### src/hw/rtl/rph_pkg.sv
// ----------------------------------------------------------------------------
// Ratio percent histogram package
// Shared types and constants for the percentage histogram block.
// ----------------------------------------------------------------------------
package rph_pkg;

  localparam int SAMPLE_W  = 24;
  localparam int COUNT_W   = 32;
  localparam int BIN_W     = 7;
  localparam int NUM_BINS  = 102;
  localparam int OVF_BIN   = 101;
  localparam int PCT_SCALE = 100;
  localparam int NUM_W     = SAMPLE_W + BIN_W;
  localparam int Q_DEPTH   = 2;
  localparam int Q_PTR_W   = $clog2(Q_DEPTH);
  localparam int Q_CNT_W   = $clog2(Q_DEPTH + 1);

  typedef enum logic {
    OP_ACCUM = 1'b0,
    OP_READ  = 1'b1
  } op_e;

  typedef struct packed {
    op_e                 operation;
    logic [SAMPLE_W-1:0] variant_count;
    logic [SAMPLE_W-1:0] read_depth;
    logic [BIN_W-1:0]    bin_select;
  } request_t;

  typedef struct packed {
    logic [BIN_W-1:0]   bin_index;
    logic [COUNT_W-1:0] bin_count;
  } result_t;

  typedef struct packed {
    op_e              op;
    logic [BIN_W-1:0] bin;
  } job_t;

  typedef struct packed {
    logic full;
    logic empty;
  } q_status_t;

  typedef enum logic [1:0] {
    FR_IDLE,
    FR_MUL,
    FR_DIV,
    FR_PUSH
  } fr_state_e;

  typedef enum logic {
    BK_IDLE,
    BK_UPD
  } bk_state_e;

endpackage

### src/hw/rtl/ratio_percent_histogram.sv
// ----------------------------------------------------------------------------
// Ratio percent histogram
// Bins each record by floor(variant_count*100/read_depth), with zero depth
// and ratios above 100 going to bin 101, and reads back single bins.
// ----------------------------------------------------------------------------
// Path: an accumulate passes FR_MUL, the 8-step iterative divider in FR_DIV
// and FR_PUSH; a read goes straight to FR_PUSH, which waits on a full queue.
// The front end takes a new transaction once it has pushed its job; the back
// end pops jobs in BK_IDLE and strobes each result from BK_UPD.
// Reset clears all bins through per-bin valid flags.
// Results cannot be stalled; each strobe lasts exactly one cycle.
module ratio_percent_histogram (
  input  logic               clk,
  input  logic               rst,
  input  logic               start,
  input  rph_pkg::request_t  request,
  output logic               busy,
  output logic               done,
  output rph_pkg::result_t   result
);
  import rph_pkg::*;

  q_status_t q_status;
  logic      push;
  job_t      push_item;
  logic      pop;
  job_t      pop_item;

  rph_front u_front (
    .clk       (clk),
    .rst       (rst),
    .start     (start),
    .request   (request),
    .busy      (busy),
    .q_status  (q_status),
    .push      (push),
    .push_item (push_item)
  );

  rph_queue u_queue (
    .clk       (clk),
    .rst       (rst),
    .push      (push),
    .push_item (push_item),
    .pop       (pop),
    .pop_item  (pop_item),
    .q_status  (q_status)
  );

  rph_back u_back (
    .clk      (clk),
    .rst      (rst),
    .q_status (q_status),
    .pop      (pop),
    .pop_item (pop_item),
    .done     (done),
    .result   (result)
  );

endmodule

### src/hw/rtl/rph_front.sv
// ----------------------------------------------------------------------------
// Ratio percent histogram front end
// Accepts transactions and turns each record into a bin number with an
// iterative restoring divider, then hands the job to the queue.
// ----------------------------------------------------------------------------
module rph_front (
  input  logic                clk,
  input  logic                rst,
  input  logic                start,
  input  rph_pkg::request_t   request,
  output logic                busy,
  input  rph_pkg::q_status_t  q_status,
  output logic                push,
  output rph_pkg::job_t       push_item
);
  import rph_pkg::*;

  fr_state_e            state;
  fr_state_e            state_next;
  op_e                  op;
  logic [BIN_W-1:0]     sel;
  logic [SAMPLE_W-1:0]  count;
  logic [SAMPLE_W-1:0]  depth;
  logic [NUM_W-1:0]     rem;
  logic [BIN_W:0]       quot;
  logic [2:0]           step;
  logic [NUM_W-1:0]     shifted;
  logic                 accept;
  logic [BIN_W-1:0]     bin;

  assign accept  = start && (state == FR_IDLE);
  assign shifted = NUM_W'(depth) << step;

  always_comb begin
    state_next = state;
    unique case (state)
      FR_IDLE: begin
        if (accept) begin
          state_next = (request.operation == OP_READ) ? FR_PUSH : FR_MUL;
        end
      end
      FR_MUL:  state_next = FR_DIV;
      FR_DIV: begin
        if (step == 3'd0) begin
          state_next = FR_PUSH;
        end
      end
      FR_PUSH: begin
        if (!q_status.full) begin
          state_next = FR_IDLE;
        end
      end
      default: state_next = FR_IDLE;
    endcase
  end

  always_comb begin
    if (op == OP_READ) begin
      bin = sel;
    end else if (quot > (BIN_W+1)'(PCT_SCALE)) begin
      bin = BIN_W'(OVF_BIN);
    end else begin
      bin = quot[BIN_W-1:0];
    end
  end

  always_comb begin
    busy         = (state != FR_IDLE);
    push         = (state == FR_PUSH) && !q_status.full;
    push_item.op  = op;
    push_item.bin = bin;
  end

  always_ff @(posedge clk) begin
    if (rst) begin
      state <= FR_IDLE;
    end else begin
      state <= state_next;
    end
  end

  always_ff @(posedge clk) begin
    if (accept) begin
      op    <= request.operation;
      sel   <= request.bin_select;
      count <= request.variant_count;
      depth <= request.read_depth;
    end
    if (state == FR_MUL) begin
      rem  <= NUM_W'(count) * NUM_W'(PCT_SCALE);
      quot <= '0;
      step <= 3'd7;
    end
    if (state == FR_DIV) begin
      if (rem >= shifted) begin
        rem        <= rem - shifted;
        quot[step] <= 1'b1;
      end
      step <= step - 3'd1;
    end
  end

  a_accept_leaves_idle: assert property (@(posedge clk) disable iff (rst)
    accept |=> (state != FR_IDLE))
    else $error("front stayed idle after accepting a transaction");

  a_bin_in_range: assert property (@(posedge clk) disable iff (rst)
    (push && (push_item.op == OP_ACCUM)) |-> (push_item.bin <= BIN_W'(OVF_BIN)))
    else $error("accumulate job carries a bin beyond the overflow bin");

endmodule

### src/hw/rtl/rph_queue.sv
// ----------------------------------------------------------------------------
// Ratio percent histogram job queue
// Two-entry FIFO between the front end and the histogram back end.
// ----------------------------------------------------------------------------
module rph_queue (
  input  logic                clk,
  input  logic                rst,
  input  logic                push,
  input  rph_pkg::job_t       push_item,
  input  logic                pop,
  output rph_pkg::job_t       pop_item,
  output rph_pkg::q_status_t  q_status
);
  import rph_pkg::*;

  job_t                entries [Q_DEPTH];
  logic [Q_PTR_W-1:0]  wr_ptr;
  logic [Q_PTR_W-1:0]  rd_ptr;
  logic [Q_CNT_W-1:0]  fill;

  assign pop_item       = entries[rd_ptr];
  assign q_status.full  = (fill == Q_CNT_W'(Q_DEPTH));
  assign q_status.empty = (fill == '0);

  always_ff @(posedge clk) begin
    if (rst) begin
      wr_ptr <= '0;
      rd_ptr <= '0;
      fill   <= '0;
    end else begin
      if (push) begin
        wr_ptr <= wr_ptr + Q_PTR_W'(1);
      end
      if (pop) begin
        rd_ptr <= rd_ptr + Q_PTR_W'(1);
      end
      if (push && !pop) begin
        fill <= fill + Q_CNT_W'(1);
      end else if (pop && !push) begin
        fill <= fill - Q_CNT_W'(1);
      end
    end
  end

  always_ff @(posedge clk) begin
    if (push) begin
      entries[wr_ptr] <= push_item;
    end
  end

  a_no_overrun: assert property (@(posedge clk) disable iff (rst)
    push |-> (!q_status.full || pop))
    else $error("job queue written while full");

  a_no_underrun: assert property (@(posedge clk) disable iff (rst)
    pop |-> !q_status.empty)
    else $error("job queue read while empty");

endmodule

### src/hw/rtl/rph_back.sv
// ----------------------------------------------------------------------------
// Ratio percent histogram back end
// Holds the bin counters, performs the saturating increment or the bin
// read for each job and drives the result strobe.
// ----------------------------------------------------------------------------
module rph_back (
  input  logic                clk,
  input  logic                rst,
  input  rph_pkg::q_status_t  q_status,
  output logic                pop,
  input  rph_pkg::job_t       pop_item,
  output logic                done,
  output rph_pkg::result_t    result
);
  import rph_pkg::*;

  localparam logic [COUNT_W-1:0] CountMax = '1;

  bk_state_e           state;
  bk_state_e           state_next;
  job_t                cur;
  logic [COUNT_W-1:0]  mem [NUM_BINS];
  logic [NUM_BINS-1:0] valid;
  logic [COUNT_W-1:0]  rdata;
  logic                rvalid;
  logic                pop_in_range;
  logic [BIN_W-1:0]    rd_addr;
  logic [COUNT_W-1:0]  cur_count;
  logic [COUNT_W-1:0]  new_count;
  logic                we;

  assign pop_in_range = (pop_item.bin < BIN_W'(NUM_BINS));
  assign rd_addr      = pop_in_range ? pop_item.bin : '0;
  assign cur_count    = rvalid ? rdata : '0;
  assign new_count    = (cur_count == CountMax) ? cur_count : cur_count + COUNT_W'(1);

  always_comb begin
    state_next = state;
    unique case (state)
      BK_IDLE: begin
        if (!q_status.empty) begin
          state_next = BK_UPD;
        end
      end
      BK_UPD:  state_next = BK_IDLE;
      default: state_next = BK_IDLE;
    endcase
  end

  always_comb begin
    pop              = (state == BK_IDLE) && !q_status.empty;
    done             = (state == BK_UPD);
    we               = done && (cur.op == OP_ACCUM);
    result.bin_index = cur.bin;
    result.bin_count = (cur.op == OP_ACCUM) ? new_count : cur_count;
  end

  always_ff @(posedge clk) begin
    if (rst) begin
      state <= BK_IDLE;
      valid <= '0;
    end else begin
      state <= state_next;
      if (we) begin
        valid[cur.bin] <= 1'b1;
      end
    end
  end

  always_ff @(posedge clk) begin
    if (pop) begin
      cur    <= pop_item;
      rvalid <= pop_in_range && valid[rd_addr];
    end
  end

  always_ff @(posedge clk) begin
    if (we) begin
      mem[cur.bin] <= new_count;
    end
    rdata <= mem[rd_addr];
  end

  a_out_of_range_zero: assert property (@(posedge clk) disable iff (rst)
    (done && (result.bin_index >= BIN_W'(NUM_BINS))) |-> (result.bin_count == '0))
    else $error("read of a nonexistent bin returned a nonzero count");

  a_accum_nonzero: assert property (@(posedge clk) disable iff (rst)
    (done && (cur.op == OP_ACCUM)) |-> (result.bin_count != '0))
    else $error("accumulate transaction reported a zero count");

endmodule
### config.mk
export PLATFORM = sky130hd
export DESIGN_NAME = ratio_percent_histogram
export DESIGN_NICKNAME = d
export VERILOG_FILES = /design/src/hw/rtl/rph_pkg.sv /design/src/hw/rtl/ratio_percent_histogram.sv /design/src/hw/rtl/rph_front.sv /design/src/hw/rtl/rph_queue.sv /design/src/hw/rtl/rph_back.sv
export SDC_FILE = /design/constraint.sdc
export NUM_CORES = 2
export LEC_CHECK = 0
export ABC_AREA = 1
export BUFFER_PORTS_ARGS = -buffer_cell sky130_fd_sc_hd__buf_4
export CORE_ASPECT_RATIO = 1.25
export CORE_UTILIZATION = 60
export DETAILED_ROUTE_END_ITERATION = 6
export GPL_TIMING_DRIVEN = 1
export HOLD_SLACK_MARGIN = 0.03
export PLACE_DENSITY_LB_ADDON = 0.05
export SYNTH_ARGS = -nofsm -noshare
export SYNTH_HDL_FRONTEND = slang
export SYNTH_SLANG_ARGS = --single-unit
### constraint.sdc
create_clock -name clk -period 7.32 [get_ports clk]
set_clock_uncertainty 0.05 [all_clocks]
set_input_delay 0.732 -clock clk [delete_from_list [all_inputs] [get_ports clk]]
set_output_delay 0.732 -clock clk [all_outputs]
set_load 0.005 [all_outputs]
==> results.py <==
metrics = {
    "run_status": {
        "run_status": "finished, violations left",
        "violations": "antenna violations",
    },
    "route": {
        "drt_pass1_iterations": 6,
        "vias_per_cell": 6.20,
        "drcViolationCount": 0,
        "drt_iter0_drc": 16100,
        "ant_nets": 1,
        "wl_per_cell_um": 27.5,
        "num_vias": 114000,
        "wl_um": 505000,
    },
    "power": {
        "seq_power_share": 0.326,
        "irDropWorstVdd_mv": 0.700,
        "power_frac_comb": 0.445,
        "switchingPower_mw": 34.6,
        "leakagePower_nw": 68.6,
        "p_int_mw": 43.6,
        "p_clk_frac": 0.229,
        "p_per_area_mw_per_mm2": 446,
        "swShare": 0.442,
        "power_mw": 78.2,
    },
    "global_route": {
        "use_met1": 0.514,
        "grt-ovfl-total": 0,
        "use_met2": 0.566,
        "grt_pass1_wl_um": 728000,
        "antenna_found_initial": 22,
        "grt_pass1_vias": 108000,
        "grt_max_degree": 177,
        "grt.busiest_layer": "met2",
        "grt_use_total": 0.375,
        "grt_use_met3": 0.0607,
    },
    "synthesis": {
        "syn-instance-count": 14700,
        "synth_cell_types": 52,
        "syn_nets": 14900,
        "syn_area_mm2": 0.159,
        "synth.yosys.seq_area_share": 0.656,
        "async_reset_ff_frac": 0,
        "synth_area_per_cell_um2": 10.8,
        "synth_edf_count": 3348,
        "synth_flop_cell": "edfxtp_1",
        "ys_ff_latch": 3529,
        "synth_warnings": 0,
    },
    "clocking": {
        "cts_hold_buf": 56,
        "cts_setup_buffers": 0,
        "clk_pin_slew_ns": 0.06,
        "clockBufferDepth": 4,
        "htreeDepth": 5,
        "clock_sinks": 3529,
        "cts_root_buf": "clkbuf_16",
        "cts_made_buffers": 348,
        "cts_resized": 0,
        "cts_tree": "built",
        "clock_latency_ns": 0.89,
    },
    "timing": {
        "rsz0062_at_grt": "false",
        "fmax_mhz": 183,
        "tightest_slew_ns": 1.40,
        "final.setup.worst_slack_ns": 1.85,
        "setup_violations": 0,
        "fin_crit_ns": 5.47,
        "fin_crit_sh": 0.748,
        "finalHoldViolCount": 0,
        "slew_headroom": 0.0684,
        "drv_slew": 0,
        "tns_ns": 0,
    },
    "cells_and_area": {
        "final_cells": 18400,
        "area.growth.synth_to_final_pct": 10.4,
        "drive_above_1_share": 0.0736,
        "final_area_mm2": 0.175,
        "layout_common_cells": "3348 x edfxtp_1, 3301 x nand3_1, 2570 x nand2_1, 1928 x inv_1, 1222 x nand3b_1",
        "final_nets": 14800,
        "final_common_cell": "edfxtp_1",
    },
    "placement": {
        "port_buffers": 99,
        "gp_congestion": 0.935,
        "hpwl_um": 278000,
        "place_area_mm2": 0.163,
        "dp.cells": 17700,
        "pre_cts_slack_ns": 2.09,
    },
    "worst_setup_path": {
        "crit_path_end_kind": "output pin",
        "required_ns": 6.54,
        "start_kind": "flip-flop",
        "cp_max_fo": 42,
        "path_class": "reg -> out",
        "critPathArrivalTime_ns": 4.69,
    },
    "run": {
        "maxCapViolations": 0,
    },
    "floorplan": {
        "start_util": 0.605,
        "top_level_ports": 100,
        "core_mm2": 0.262,
        "rows": 210,
        "die_area_mm2": 0.267,
        "fp.dieW_um": 462,
        "fp.dieH_um": 577,
    },
    "hold_path": {
        "min-delay-path-class": "in -> reg",
    },
}
[power groups by stage]
stage	Clock, mW	Combinational (mW)	Sequential, mW
2_1_floorplan	0	20.3	26.0
3_3_place_gp	0	33.5	25.9
3_5_place_dp	0	33.9	25.9
4_1_cts	18.0	34.0	25.5
5_1_grt	18.8	36.7	25.5
6_report	17.9	34.8	25.5
[synth_stat cells (3+ instances only)]
| cell | instances | area share |
|---|---|---|
| a211oi_1 | 4 | 0.00019 |
| a21o_1 | 7 | 0.00033 |
| a21oi_1 | 88 | 0.0028 |
| a31oi_1 | 10 | 0.00039 |
| buf_1 | 78 | 0.0018 |
| buf_2 | 493 | 0.016 |
| buf_4 | 120 | 0.0057 |
| buf_6 | 15 | 0.0011 |
| clkbuf_1 | 247 | 0.0058 |
| dfxtp_1 | 181 | 0.023 |
| edfxtp_1 | 3348 | 0.63 |
| fa_1 | 20 | 0.0025 |
| ha_1 | 116 | 0.0091 |
| inv_1 | 1934 | 0.046 |
| inv_2 | 9 | 0.00021 |
| mux2i_1 | 5 | 0.00032 |
| nand2_1 | 2577 | 0.061 |
| nand2_2 | 7 | 0.00028 |
| nand2_4 | 3 | 0.00021 |
| nand3_1 | 3313 | 0.10 |
| nand3b_1 | 1222 | 0.058 |
| nand4_1 | 22 | 0.00087 |
| nor2_1 | 523 | 0.012 |
| nor2_2 | 3 | 0.00012 |
| nor3_1 | 24 | 0.00076 |
| nor4_1 | 3 | 0.00012 |
| o2111ai_1 | 3 | 0.00017 |
| o211ai_1 | 6 | 0.00028 |
| o21a_1 | 8 | 0.00038 |
| o21ai_0 | 177 | 0.0056 |
| o21ai_1 | 37 | 0.0012 |
| o21bai_1 | 6 | 0.00028 |
| o221ai_1 | 32 | 0.0018 |
| o31ai_1 | 3 | 0.00014 |
| or2_2 | 8 | 0.00032 |
| xnor2_1 | 21 | 0.0012 |
| xor2_1 | 33 | 0.0018 |
[logic make-up (layout without fill, tap and decap cells)]
logic type | Yosys count | count (layout) | synth area share
flip-flops | 3529 | 3529 | 0.656
AND/OR/NAND/NOR | 7711 | 7711 | 0.239
other | 0 | 15 | 0
multiplexers | 5 | 5 | 0.000315
buffers and inverters | 2903 | 3042 | 0.0762
AO/OA/AOI/OAI | 394 | 394 | 0.0141
adder cells (fa/ha/maj) | 136 | 136 | 0.0117
XOR/XNOR | 54 | 54 | 0.00298
[critical path, stage by stage (launching register included)]
cell and delay (ns):
edfxtp_1 0.54, buf_4 0.36, nand2_1 0.29, nor2_1 0.18, inv_1 0.07, nor3_1 0.41, nand2_1 0.20, nor3_1 0.39
or2_2 0.21, nand3_4 0.55, nand2_1 0.22, o21ai_0 0.18, buf_4 0.21
[per-layer routing]
metal,vias to the layer above,part of all wire
li1,50100,-
met1,55900,0.38
met2,6844,0.45
met3,1189,0.11
met4,4,0.067
met5,-,0.000054
[stage by stage]
| stage | util | hold WS [ns] |
|---|---|---|
| finish | 0.668 | 0.251 |
| global route | 0.668 | 0.259 |
| CTS | 0.668 | 0.219 |
| detailed placement | 0.623 | 0.408 |
| global placement | 0.623 | 0.391 |
| floorplan | - | 0.379 |
[layout make-up]
type / instances / area, um^2
clock buffers: 450 / 9530
multi-input cells: 8300 / 43700
flip-flops and latches: 3529 / 104000
well taps: 3498 / 4380
inverters: 1945 / 7330
repair buffers: 469 / 4450
fillers: 19600 / 87200
diodes: 15 / 37.5
clock inverters: 178 / 1700
[final timing paths]
check / start / to / slack [ns] / depth (start not counted)
worst max-delay path: u_back.rvalid$_DFFE_PP_ / result[17] / 1.85 / 12
worst min-delay path: start / u_front.sel[6]$_DFFE_PP_ / 0.25 / 3
worst max register to register: flip-flop / u_back.rdata[4]$_DFF_P_ / 1.92 / 19
worst min register to register: u_back.valid[36]$_SDFFE_PP0P_ / u_back.valid[36]$_SDFFE_PP0P_ / 0.42 / 2
[sequential cells by signal (all words and copies together) (netlist names), 2 cells and up, named ones only]
name and cells:
u_front.quot 8, u_back.rdata 32, u_front.sel 7, u_front.rem 31, u_front.step 3, u_back.result 7
u_front.count 24, u_queue.fill 2, u_front.depth 24, u_queue.entries 16, u_back.mem 3264, u_front.state 2
u_back.valid 102
(Power assumes the default switching activity.)
